<file path="config.mk">
export PLATFORM = sky130hd
export DESIGN_NAME = ambient_light_proximity_conversion
export DESIGN_NICKNAME = d
export VERILOG_FILES = /design/src/alpc_pkg.sv /design/src/alpc_csr.sv /design/src/alpc_sequencer.sv /design/src/alpc_datapath.sv /design/src/ambient_light_proximity_conversion.sv
export SDC_FILE = /design/constraint.sdc
export NUM_CORES = 2
export LEC_CHECK = 0
export BUFFER_PORTS_ARGS = -buffer_cell sky130_fd_sc_hd__buf_2
export CELL_PAD_IN_SITES_DETAIL_PLACEMENT = 0
export CELL_PAD_IN_SITES_GLOBAL_PLACEMENT = 1
export CORE_UTILIZATION = 51
export CTS_BUF_LIST = sky130_fd_sc_hd__clkbuf_4
export DETAILED_ROUTE_END_ITERATION = 10
export GPL_TIMING_DRIVEN = 0
export PLACE_DENSITY = 0.9
export RECOVER_POWER = 100
export SKIP_CTS_REPAIR_TIMING = 1
export SYNTH_ARGS = -nofsm -noshare
export SYNTH_HDL_FRONTEND = slang
export SYNTH_SLANG_ARGS = --single-unit
</file>
<file path="constraint.sdc">
create_clock -name clock -period 9.7 [get_ports clock]
set_clock_uncertainty 0.15 [all_clocks]
set_input_delay 0.97 -clock clock [delete_from_list [all_inputs] [get_ports clock]]
set_output_delay 0.97 -clock clock [all_outputs]
set_load 0.005 [all_outputs]
</file>
<file path="src/alpc_pkg.sv">
// Shared types, constants and the microcode table of the light/proximity conversion.
// No dependencies; used by every module of the block by scoped names.
`timescale 1ns / 1ps
`default_nettype none

package alpc_pkg;

   localparam int CH_W       = 16;
   localparam int COEF_W     = 16;
   localparam int STATUS_W   = 8;
   localparam int SHCTL_W    = 8;
   localparam int LIMIT_W    = 4;
   localparam int LUX_W      = 23;
   localparam int PROX_W     = 32;
   localparam int ACC_W      = 35;
   localparam int MUL_A_W    = 32;
   localparam int MUL_P_W    = 48;
   localparam int Q12_FRAC   = 12;
   localparam int LUX_SHIFT  = 20;
   localparam int STEP_W     = 3;
   localparam int CSR_IDX_W  = 3;
   localparam int CSR_DATA_W = 16;

   localparam int REQ_TDATA_W = 56;
   localparam int REQ_TUSER_W = 8;
   localparam int RSP_TDATA_W = 64;
   localparam int RSP_TUSER_W = 2;

   // rsp_tdata layout
   localparam int RSP_LUX_LSB   = 0;
   localparam int RSP_PROX_LSB  = 23;
   localparam int RSP_CLOSE_BIT = 55;
   localparam int RSP_NEAR_BIT  = 56;
   localparam int RSP_FAR_BIT   = 57;
   // rsp_tuser layout
   localparam int USR_VALID_BIT = 0;
   localparam int USR_GAVE_BIT  = 1;

   // shift control byte
   localparam int SHCTL_LEFT_BIT = 7;
   localparam int SHCTL_AMT_W    = 7;
   localparam int SHIFT_IDX_W    = 5;

   localparam logic [LUX_W-1:0] LUX_MAX = {LUX_W{1'b1}};

   // register indexes
   localparam logic [CSR_IDX_W-1:0] CSR_COEF_B     = 3'd0;
   localparam logic [CSR_IDX_W-1:0] CSR_COEF_C     = 3'd1;
   localparam logic [CSR_IDX_W-1:0] CSR_COEF_D     = 3'd2;
   localparam logic [CSR_IDX_W-1:0] CSR_LUX_SCALE  = 3'd3;
   localparam logic [CSR_IDX_W-1:0] CSR_NEAR_THR   = 3'd4;
   localparam logic [CSR_IDX_W-1:0] CSR_FAR_THR    = 3'd5;
   localparam logic [CSR_IDX_W-1:0] CSR_RETRY_LIM  = 3'd6;

   // register reset values
   localparam logic [COEF_W-1:0]  RST_COEF_B    = 16'd7627;
   localparam logic [COEF_W-1:0]  RST_COEF_C    = 16'd3056;
   localparam logic [COEF_W-1:0]  RST_COEF_D    = 16'd5288;
   localparam logic [COEF_W-1:0]  RST_LUX_SCALE = 16'd16532;
   localparam logic [CH_W-1:0]    RST_NEAR_THR  = 16'd150;
   localparam logic [CH_W-1:0]    RST_FAR_THR   = 16'd100;
   localparam logic [LIMIT_W-1:0] RST_RETRY_LIM = 4'd3;

   typedef struct packed {
      logic [COEF_W-1:0]  coef_b;
      logic [COEF_W-1:0]  coef_c;
      logic [COEF_W-1:0]  coef_d;
      logic [COEF_W-1:0]  lux_scale;
      logic [CH_W-1:0]    near_thr;
      logic [CH_W-1:0]    far_thr;
      logic [LIMIT_W-1:0] retry_limit;
   } csr_type;

   typedef enum logic [2:0] {
      MUL_NONE,
      MUL_B_CH1,
      MUL_C_CH0,
      MUL_D_CH1,
      MUL_BEST_SCALE
   } mul_op_type;

   typedef enum logic [2:0] {
      ACC_HOLD,
      ACC_T1,
      ACC_LOAD,
      ACC_SUB,
      ACC_MAX
   } acc_op_type;

   typedef enum logic {
      JC_NONE,
      JC_NOT_READY
   } jump_cond_type;

   typedef struct packed {
      mul_op_type         mul_op;
      acc_op_type         acc_op;
      jump_cond_type      cond;
      logic [STEP_W-1:0]  target;
      logic               last;
   } ucode_type;

   typedef struct packed {
      logic      load_in;
      logic      fire;
      ucode_type word;
   } seq_ctrl_type;

   typedef struct packed {
      logic ready;
      logic out_free;
   } dp_status_type;

   localparam logic [STEP_W-1:0] STEP_FINISH = 3'd6;

   // Microprogram: build both lux terms, pick the larger, scale, then finish.
   // A not-ready poll skips straight to the finish step.
   function automatic ucode_type ucode_rom(input logic [STEP_W-1:0] step);
      ucode_type w;
      w = '{mul_op: MUL_NONE, acc_op: ACC_HOLD, cond: JC_NONE, target: '0, last: 1'b0};
      case (step)
         3'd0: begin
            w.mul_op = MUL_B_CH1;
            w.cond   = JC_NOT_READY;
            w.target = STEP_FINISH;
         end
         3'd1: begin
            w.mul_op = MUL_C_CH0;
            w.acc_op = ACC_T1;
         end
         3'd2: begin
            w.mul_op = MUL_D_CH1;
            w.acc_op = ACC_LOAD;
         end
         3'd3: w.acc_op = ACC_SUB;
         3'd4: w.acc_op = ACC_MAX;
         3'd5: w.mul_op = MUL_BEST_SCALE;
         3'd6: w.last = 1'b1;
         default: w.last = 1'b1;
      endcase
      return w;
   endfunction

endpackage

`default_nettype wire

</file>
<file path="src/alpc_csr.sv">
// Configuration register file of the light/proximity conversion.
// Depends on alpc_pkg.
`timescale 1ns / 1ps
`default_nettype none

module alpc_csr (
   input  wire                                  clock,
   input  wire                                  reset,
   input  wire                                  csr_we,
   input  wire  [alpc_pkg::CSR_IDX_W-1:0]       csr_index,
   input  wire  [alpc_pkg::CSR_DATA_W-1:0]      csr_wdata,
   output alpc_pkg::csr_type                    csr
);

   alpc_pkg::csr_type csr_ff, csr_in;

   always_comb begin
      csr_in = csr_ff;
      if (csr_we) begin
         case (csr_index)
            alpc_pkg::CSR_COEF_B:    csr_in.coef_b    = csr_wdata;
            alpc_pkg::CSR_COEF_C:    csr_in.coef_c    = csr_wdata;
            alpc_pkg::CSR_COEF_D:    csr_in.coef_d    = csr_wdata;
            alpc_pkg::CSR_LUX_SCALE: csr_in.lux_scale = csr_wdata;
            alpc_pkg::CSR_NEAR_THR:  csr_in.near_thr  = csr_wdata;
            alpc_pkg::CSR_FAR_THR:   csr_in.far_thr   = csr_wdata;
            alpc_pkg::CSR_RETRY_LIM:
               csr_in.retry_limit = csr_wdata[alpc_pkg::LIMIT_W-1:0];
            default: csr_in = csr_ff;
         endcase
      end
   end

   always_ff @(posedge clock) begin
      if (reset) begin
         csr_ff.coef_b      <= alpc_pkg::RST_COEF_B;
         csr_ff.coef_c      <= alpc_pkg::RST_COEF_C;
         csr_ff.coef_d      <= alpc_pkg::RST_COEF_D;
         csr_ff.lux_scale   <= alpc_pkg::RST_LUX_SCALE;
         csr_ff.near_thr    <= alpc_pkg::RST_NEAR_THR;
         csr_ff.far_thr     <= alpc_pkg::RST_FAR_THR;
         csr_ff.retry_limit <= alpc_pkg::RST_RETRY_LIM;
      end else begin
         csr_ff <= csr_in;
      end
   end

   assign csr = csr_ff;

endmodule

`default_nettype wire

</file>
<file path="src/alpc_sequencer.sv">
// Microcode sequencer: step counter, control store lookup and conditional jumps.
// Depends on alpc_pkg (microcode table and control types).
`timescale 1ns / 1ps
`default_nettype none

module alpc_sequencer (
   input  wire                       clock,
   input  wire                       reset,
   input  wire                       req_tvalid,
   output logic                      req_tready,
   input  alpc_pkg::dp_status_type   stat,
   output alpc_pkg::seq_ctrl_type    ctrl
);

   typedef enum logic [1:0] {
      ST_IDLE = 2'b01,
      ST_RUN  = 2'b10
   } seq_state_type;

   seq_state_type                 state_ff, state_in;
   logic [alpc_pkg::STEP_W-1:0]   step_ff, step_in;
   alpc_pkg::ucode_type           cw;
   logic                          fire;

   assign cw = alpc_pkg::ucode_rom(step_ff);

   always_comb begin
      state_in = state_ff;
      step_in  = step_ff;
      // The finish step waits until the result register can take the transfer.
      fire     = (state_ff == ST_RUN) && !(cw.last && !stat.out_free);
      case (state_ff)
         ST_IDLE: begin
            if (req_tvalid) begin
               state_in = ST_RUN;
               step_in  = '0;
            end
         end
         ST_RUN: begin
            if (fire) begin
               if (cw.last) begin
                  state_in = ST_IDLE;
               end else if (cw.cond == alpc_pkg::JC_NOT_READY && !stat.ready) begin
                  step_in = cw.target;
               end else begin
                  step_in = step_ff + 1'b1;
               end
            end
         end
         default: begin
            state_in = ST_IDLE;
            step_in  = '0;
         end
      endcase
   end

   always_ff @(posedge clock) begin
      if (reset) begin
         state_ff <= ST_IDLE;
         step_ff  <= '0;
      end else begin
         state_ff <= state_in;
         step_ff  <= step_in;
      end
   end

   assign req_tready   = (state_ff == ST_IDLE);
   assign ctrl.load_in = req_tvalid && req_tready;
   assign ctrl.fire    = fire;
   assign ctrl.word    = cw;

endmodule

`default_nettype wire

</file>
<file path="src/alpc_datapath.sv">
// Datapath: shared multiplier, signed accumulator, proximity shifter, retry and
// hysteresis state, and the result register. Depends on alpc_pkg.
`timescale 1ns / 1ps
`default_nettype none

module alpc_datapath (
   input  wire                                   clock,
   input  wire                                   reset,
   input  alpc_pkg::seq_ctrl_type                ctrl,
   output alpc_pkg::dp_status_type               stat,
   input  alpc_pkg::csr_type                     csr,
   input  wire  [alpc_pkg::REQ_TDATA_W-1:0]      req_tdata,
   input  wire  [alpc_pkg::REQ_TUSER_W-1:0]      req_tuser,
   output logic                                  rsp_tvalid,
   input  wire                                   rsp_tready,
   output logic [alpc_pkg::RSP_TDATA_W-1:0]      rsp_tdata,
   output logic [alpc_pkg::RSP_TUSER_W-1:0]      rsp_tuser
);

   localparam int CH_W   = alpc_pkg::CH_W;
   localparam int ACC_W  = alpc_pkg::ACC_W;
   localparam int MA_W   = alpc_pkg::MUL_A_W;
   localparam int MP_W   = alpc_pkg::MUL_P_W;
   localparam int LUX_W  = alpc_pkg::LUX_W;
   localparam int LUX_SH = alpc_pkg::LUX_SHIFT;
   localparam int PROX_W = alpc_pkg::PROX_W;
   localparam int LIM_W  = alpc_pkg::LIMIT_W;

   // latched poll
   logic [CH_W-1:0]                  ch0_ff, ch1_ff, praw_ff;
   logic [alpc_pkg::SHCTL_W-1:0]     pctl_ff;
   logic                             ready_ff;

   // arithmetic
   logic [MA_W-1:0]                  mul_a;
   logic [alpc_pkg::COEF_W-1:0]      mul_b;
   logic [MP_W-1:0]                  mul_ff, mul_in;
   logic signed [ACC_W-1:0]          acc_ff, acc_in, t1_ff, t1_in;
   logic signed [ACC_W-1:0]          mul_ext, best;

   // finish step
   logic [alpc_pkg::SHCTL_AMT_W-1:0] amt;
   logic [PROX_W-1:0]                prox_ext, prox_val;
   logic [LUX_W-1:0]                 lux_val;
   logic [LIM_W-1:0]                 cnt_inc;
   logic                             gave, wnear, wfar;

   // control state
   logic [LIM_W-1:0]                 retry_ff, retry_in;
   logic                             close_ff, close_in;

   // result register
   logic                             out_vld_ff, out_vld_in;
   logic [alpc_pkg::RSP_TDATA_W-1:0] out_data_ff, out_data_in;
   logic [alpc_pkg::RSP_TUSER_W-1:0] out_user_ff, out_user_in;
   logic                             out_free, finish;

   assign out_free = !out_vld_ff || rsp_tready;
   assign finish   = ctrl.fire && ctrl.word.last;

   assign stat.ready    = ready_ff;
   assign stat.out_free = out_free;

   // hold the poll for the whole program
   always_ff @(posedge clock) begin
      if (ctrl.load_in) begin
         ch0_ff   <= req_tdata[CH_W-1:0];
         ch1_ff   <= req_tdata[2*CH_W-1:CH_W];
         praw_ff  <= req_tdata[3*CH_W-1:2*CH_W];
         pctl_ff  <= req_tdata[3*CH_W+alpc_pkg::SHCTL_W-1:3*CH_W];
         ready_ff <= req_tuser[0] || req_tuser[1];
      end
   end

   always_comb begin
      case (ctrl.word.mul_op)
         alpc_pkg::MUL_B_CH1: begin
            mul_a = {{(MA_W-CH_W){1'b0}}, ch1_ff};
            mul_b = csr.coef_b;
         end
         alpc_pkg::MUL_C_CH0: begin
            mul_a = {{(MA_W-CH_W){1'b0}}, ch0_ff};
            mul_b = csr.coef_c;
         end
         alpc_pkg::MUL_D_CH1: begin
            mul_a = {{(MA_W-CH_W){1'b0}}, ch1_ff};
            mul_b = csr.coef_d;
         end
         alpc_pkg::MUL_BEST_SCALE: begin
            mul_a = acc_ff[MA_W-1:0];
            mul_b = csr.lux_scale;
         end
         default: begin
            mul_a = '0;
            mul_b = '0;
         end
      endcase
   end

   always_comb begin
      mul_in = mul_ff;
      if (ctrl.fire && ctrl.word.mul_op != alpc_pkg::MUL_NONE) begin
         mul_in = mul_a * mul_b;
      end
   end

   assign mul_ext = {{(ACC_W-MA_W){1'b0}}, mul_ff[MA_W-1:0]};
   assign best    = (t1_ff > acc_ff) ? t1_ff : acc_ff;

   always_comb begin
      acc_in = acc_ff;
      t1_in  = t1_ff;
      if (ctrl.fire) begin
         case (ctrl.word.acc_op)
            alpc_pkg::ACC_T1:
               acc_in = {{(ACC_W-CH_W-alpc_pkg::Q12_FRAC){1'b0}}, ch0_ff,
                         {alpc_pkg::Q12_FRAC{1'b0}}} - mul_ext;
            alpc_pkg::ACC_LOAD: begin
               t1_in  = acc_ff;
               acc_in = mul_ext;
            end
            alpc_pkg::ACC_SUB: acc_in = acc_ff - mul_ext;
            // larger term, clamped at zero
            alpc_pkg::ACC_MAX: acc_in = best[ACC_W-1] ? '0 : best;
            default: acc_in = acc_ff;
         endcase
      end
   end

   always_ff @(posedge clock) begin
      mul_ff <= mul_in;
      acc_ff <= acc_in;
      t1_ff  <= t1_in;
   end

   // proximity shift; amounts of 32 and up give zero
   assign amt      = pctl_ff[alpc_pkg::SHCTL_AMT_W-1:0];
   assign prox_ext = {{(PROX_W-CH_W){1'b0}}, praw_ff};

   always_comb begin
      if (|amt[alpc_pkg::SHCTL_AMT_W-1:alpc_pkg::SHIFT_IDX_W]) begin
         prox_val = '0;
      end else if (pctl_ff[alpc_pkg::SHCTL_LEFT_BIT]) begin
         prox_val = prox_ext << amt[alpc_pkg::SHIFT_IDX_W-1:0];
      end else begin
         prox_val = prox_ext >> amt[alpc_pkg::SHIFT_IDX_W-1:0];
      end
   end

   // scaled product back to Q.8, saturating
   assign lux_val = (|mul_ff[MP_W-1:LUX_SH+LUX_W]) ? alpc_pkg::LUX_MAX
                                                  : mul_ff[LUX_SH+LUX_W-1:LUX_SH];

   assign cnt_inc = retry_ff + 1'b1;

   always_comb begin
      retry_in    = retry_ff;
      close_in    = close_ff;
      gave        = 1'b0;
      wnear       = 1'b0;
      wfar        = 1'b0;
      out_vld_in  = out_vld_ff && !rsp_tready;
      out_data_in = out_data_ff;
      out_user_in = out_user_ff;
      if (finish) begin
         if (!ready_ff) begin
            if (cnt_inc >= csr.retry_limit) begin
               gave     = 1'b1;
               retry_in = '0;
            end else begin
               retry_in = cnt_inc;
            end
         end else begin
            retry_in = '0;
            if (close_ff) begin
               if (prox_val < {{(PROX_W-CH_W){1'b0}}, csr.far_thr}) begin
                  close_in = 1'b0;
                  wfar     = 1'b1;
               end
            end else if (prox_val > {{(PROX_W-CH_W){1'b0}}, csr.near_thr}) begin
               close_in = 1'b1;
               wnear    = 1'b1;
            end
         end
         out_vld_in  = 1'b1;
         out_data_in = '0;
         if (ready_ff) begin
            out_data_in[alpc_pkg::RSP_LUX_LSB +: LUX_W]   = lux_val;
            out_data_in[alpc_pkg::RSP_PROX_LSB +: PROX_W] = prox_val;
         end
         out_data_in[alpc_pkg::RSP_CLOSE_BIT] = close_in;
         out_data_in[alpc_pkg::RSP_NEAR_BIT]  = wnear;
         out_data_in[alpc_pkg::RSP_FAR_BIT]   = wfar;
         out_user_in[alpc_pkg::USR_VALID_BIT] = ready_ff;
         out_user_in[alpc_pkg::USR_GAVE_BIT]  = gave;
      end
   end

   always_ff @(posedge clock) begin
      if (reset) begin
         retry_ff   <= '0;
         close_ff   <= 1'b0;
         out_vld_ff <= 1'b0;
      end else begin
         retry_ff   <= retry_in;
         close_ff   <= close_in;
         out_vld_ff <= out_vld_in;
      end
   end

   always_ff @(posedge clock) begin
      out_data_ff <= out_data_in;
      out_user_ff <= out_user_in;
   end

   assign rsp_tvalid = out_vld_ff;
   assign rsp_tdata  = out_data_ff;
   assign rsp_tuser  = out_user_ff;

endmodule

`default_nettype wire

</file>
<file path="src/ambient_light_proximity_conversion.sv">
// Top level of the ambient light and proximity conversion block.
// Depends on alpc_pkg, alpc_csr, alpc_sequencer and alpc_datapath.
//
// Each transfer on the req_ side is one sensor poll; each poll yields exactly one
// transfer on the rsp_ side. A poll with either valid bit set runs the full
// microprogram (two lux terms, max and clamp, scaling) on one shared 32x16
// multiplier; a poll with no valid bit jumps to the finish step. The finish step
// also waits while a previous result is still held in the output register and
// rsp_tready is low. req_tready is high only while the sequencer is idle, so a
// new poll is taken only once the last one has finished. The csr_ port writes
// the register named by csr_index (0 to 6) on every clock edge with csr_we high;
// write it only while no poll is in flight.
`timescale 1ns / 1ps
`default_nettype none

module ambient_light_proximity_conversion (
   input  wire                                  clock,
   input  wire                                  reset,
   input  wire                                  req_tvalid,
   output logic                                 req_tready,
   // light_ch0[15:0], light_ch1[31:16], prox_raw[47:32], prox_shift_ctl[55:48]
   input  wire  [alpc_pkg::REQ_TDATA_W-1:0]     req_tdata,
   // status_byte[7:0]
   input  wire  [alpc_pkg::REQ_TUSER_W-1:0]     req_tuser,
   output logic                                 rsp_tvalid,
   input  wire                                  rsp_tready,
   // lux_q8[22:0], proximity[54:23], is_close[55], went_near[56], went_far[57],
   // zero[63:58]
   output logic [alpc_pkg::RSP_TDATA_W-1:0]     rsp_tdata,
   // sample_valid[0], gave_up[1]
   output logic [alpc_pkg::RSP_TUSER_W-1:0]     rsp_tuser,
   input  wire                                  csr_we,
   input  wire  [alpc_pkg::CSR_IDX_W-1:0]       csr_index,
   input  wire  [alpc_pkg::CSR_DATA_W-1:0]      csr_wdata
);

   alpc_pkg::csr_type       csr;
   alpc_pkg::seq_ctrl_type  ctrl;
   alpc_pkg::dp_status_type stat;

   alpc_csr u_csr (
      .clock     (clock),
      .reset     (reset),
      .csr_we    (csr_we),
      .csr_index (csr_index),
      .csr_wdata (csr_wdata),
      .csr       (csr)
   );

   alpc_sequencer u_seq (
      .clock      (clock),
      .reset      (reset),
      .req_tvalid (req_tvalid),
      .req_tready (req_tready),
      .stat       (stat),
      .ctrl       (ctrl)
   );

   alpc_datapath u_dp (
      .clock      (clock),
      .reset      (reset),
      .ctrl       (ctrl),
      .stat       (stat),
      .csr        (csr),
      .req_tdata  (req_tdata),
      .req_tuser  (req_tuser),
      .rsp_tvalid (rsp_tvalid),
      .rsp_tready (rsp_tready),
      .rsp_tdata  (rsp_tdata),
      .rsp_tuser  (rsp_tuser)
   );

endmodule

`default_nettype wire

</file>
==> metrics <==
RSZ-0062 raised after global routing=yes; Final Power=9.06 mW; slew margin rel.=-184%; Adder-Cell Fraction of Synth Area=32.1%; Simple-Gate Fraction of Synth Area=16.1%; failing checks=max-capacitance violations, max-slew violations; DR DRC count=0; P_leak=17.5 nW; WHS=0.190 ns; IO Pins=156; worst-margin pin slew=4.26 ns; wire length per cell=22.3 microns; Hold Vio Cnt, Final=0; drt via density=5.89; crit share post-route=98.2%; Initial Utilization=51.8%; fin area=39100 sq um; DP Worst Slack=-0.271 ns; synth warn=0; most frequent CP cell=fa_1; Cells after DPL=5004; xor/xnor share of the synthesized area=2.14%; GP Congestion=0.991; FILL cells=6238; maxcap violations=1; clock root cell=clkbuf_4; via count=30400; Worst path max stage delay=0.52 ns; initial antenna violation count=8; Routed Wire Length=115000 microns; most common cell after layout, fill and taps aside=nand2_1; Tot GR Track Use=32.9%; total power per unit cell area=232 nW/um^2; syn avg cell area=9.12 sq um; Max Fclk=105 MHz; Mapped Area=35600 sq um; mux contribution to synthesized area=2.52%; CTS tree=built; busiest grt layer=met2; CP Capture Type=flop; share of layout cells above drive strength 1=10.3%; worst-path maximum fanout=10; first-pass GRT wire length=176000 microns; H-Tree Depth=3; Peak VDD IR=0.000446 V; CP startpoint kind=flop; min setup slack post-route=0.171 ns; hold wc startpoint=req_tdata[14]; r2r startpoint=u_seq.step_ff[0]; Longest Clk Path Bufs=3; Non-Filler Instances=5157; Die Ht=266 microns; Final min period=9.53 ns; CP startpoint=u_seq.step_ff[0]; Syn-to-layout area delta=9.67%; Die Wd=266 microns; Worst Path Required=10.09 ns; insertion delay to the later sink of the worst-skew pair=0.81 ns; DRT iter0 DRCs=2852; met1 usage=42.6%; Num CTS Buffers=85; die area=70900 sq um; CP max stage cell=fa_1; largest net degree at the start of global routing=59; Async SR Flop Fraction=0%; vias in the first global route=30100; Yosys cell types=101; main combinational cell family by area after synthesis=adder cells; Row Count=96; met3 Use GR=6.81%; kind of critical path=reg2reg; clock-pin slew on the worst setup and hold paths=0.07 ns; port bufs=142; share of the yosys chip area belonging to registers=26.0%; final slew viol count=59; Setup violations, final=0; Placed Area=37900 sq um; Main synth FF type=edfxtp_1; DR pass1 iterations=6; Compound-Gate Fraction of Synth Area=12.8%; Hold Crit Class=in2reg; CORE AREA=68800 sq um; Layout Nets=4912; Antenna Nets Post-Route=0; Num Clock Sinks=346; cell count after synthesis=3908; most frequent cells in the layout=641 x nand2_1, 574 x inv_1, 419 x fa_1; hpwl dp=92400 microns; FF+latch count, synth=346; GR Layer Usage met2=53.0%; crit path DAT=9.92 ns; status=finished with violations; gr ovfl total=0; Post-synth EDFFs=235
logic make-up (layout without fill, tap and decap cells):
group,count (synthesis),count (layout)
AOI/OAI and AO/OA,657,657
xor gates and xnor gates,87,87
adders and majority gates,664,664
buffers and inverters,759,1069
DFF,346,346
muxes,66,66
other,1,9
and+or+nand+nor,1328,1328
final cells by class:
cell class / count / area (sq um) / area share [%]
diodes: 3 / 7.51 / 0.0192
plain buffers: 181 / 792 / 2.03
clock buffers: 113 / 848 / 2.17
clock inverters: 37 / 259 / 0.663
inverters: 577 / 2170 / 5.54
multi-input cells: 2808 / 23600 / 60.4
flip-flops and latches: 346 / 9280 / 23.7
well taps: 931 / 1160 / 2.98
repair buffers: 161 / 965 / 2.47
cell usage after synthesis, drive strengths merged (60+ instances only):
master | count | area (sq um)
nor3 | 75 | 385
dfxtp | 111 | 2220
buf | 60 | 318
ha | 245 | 3070
fa | 419 | 8390
o21ai | 98 | 494
edfxtp | 235 | 7060
nand2 | 642 | 2410
inv | 575 | 2160
clkbuf | 122 | 458
nor2 | 364 | 1370
xnor2 | 61 | 534
a21oi | 195 | 991
a21o | 65 | 488
critical path: cells and delay by family (launching register included):
kind | cells | cell delay [ns]
XOR/XNOR | 1 | 0.42
buffers and inverters | 9 | 1.83
AO/OA/AOI/OAI | 8 | 2.17
AND/OR/NAND/NOR | 4 | 1.08
adder cells (fa/ha/maj) | 7 | 3.26
flip-flops | 1 | 0.33
where the power goes:
group | internal [mW] | switching (mW) | total, mW | leakage, nW
clock network | 0.652 | 0.646 | 1.30 | 0.646
registers | 1.89 | 0.0586 | 1.94 | 2.99
logic | 2.28 | 3.54 | 5.81 | 13.8
routing by layer:
metal	share of wire [%]	up-vias
li1	-	13500
met5	0.051	-
met3	9.5	344
met2	46	1565
met4	5.2	10
met1	39	14900
flip-flops by register name, summed over array words and instances, names as in the netlist, 2 cells and up:
| name | count |
|---|---|
| u_dp.rsp_tuser | 2 |
| u_dp.retry_ff | 4 |
| u_dp.pctl_ff | 8 |
| u_dp.mul_ff | 48 |
| u_csr.csr | 100 |
| u_seq.state_ff | 2 |
| u_dp.ch1_ff | 16 |
| u_dp.t1_ff | 35 |
| u_dp.acc_ff | 35 |
| u_dp.rsp_tdata | 58 |
| u_dp.ch0_ff | 16 |
| u_dp.praw_ff | 16 |
| u_seq.step_ff | 3 |
path summary, 6_finish.rpt:
path                            slack [ns]  cells past startpoint               to
worst min register to register        0.31                      2    u_csr.csr[61]
worst min-delay path                  0.19                      1  u_dp.ch0_ff[14]
worst max-delay path                  0.17                     29  u_dp.mul_ff[31]
worst max register to register        0.17                     29  u_dp.mul_ff[31]
per-stage QoR:
step | setup TNS [ns] | util, %
finish | 0 | 56.8
global route | -0.0442 | 56.8
CTS | -1.93 | 56.7
detailed placement | -0.908 | 55.1
global placement | -0.250 | 54.5
floorplan | 0 | -
Note: power is estimated with default switching activity, not from simulation.
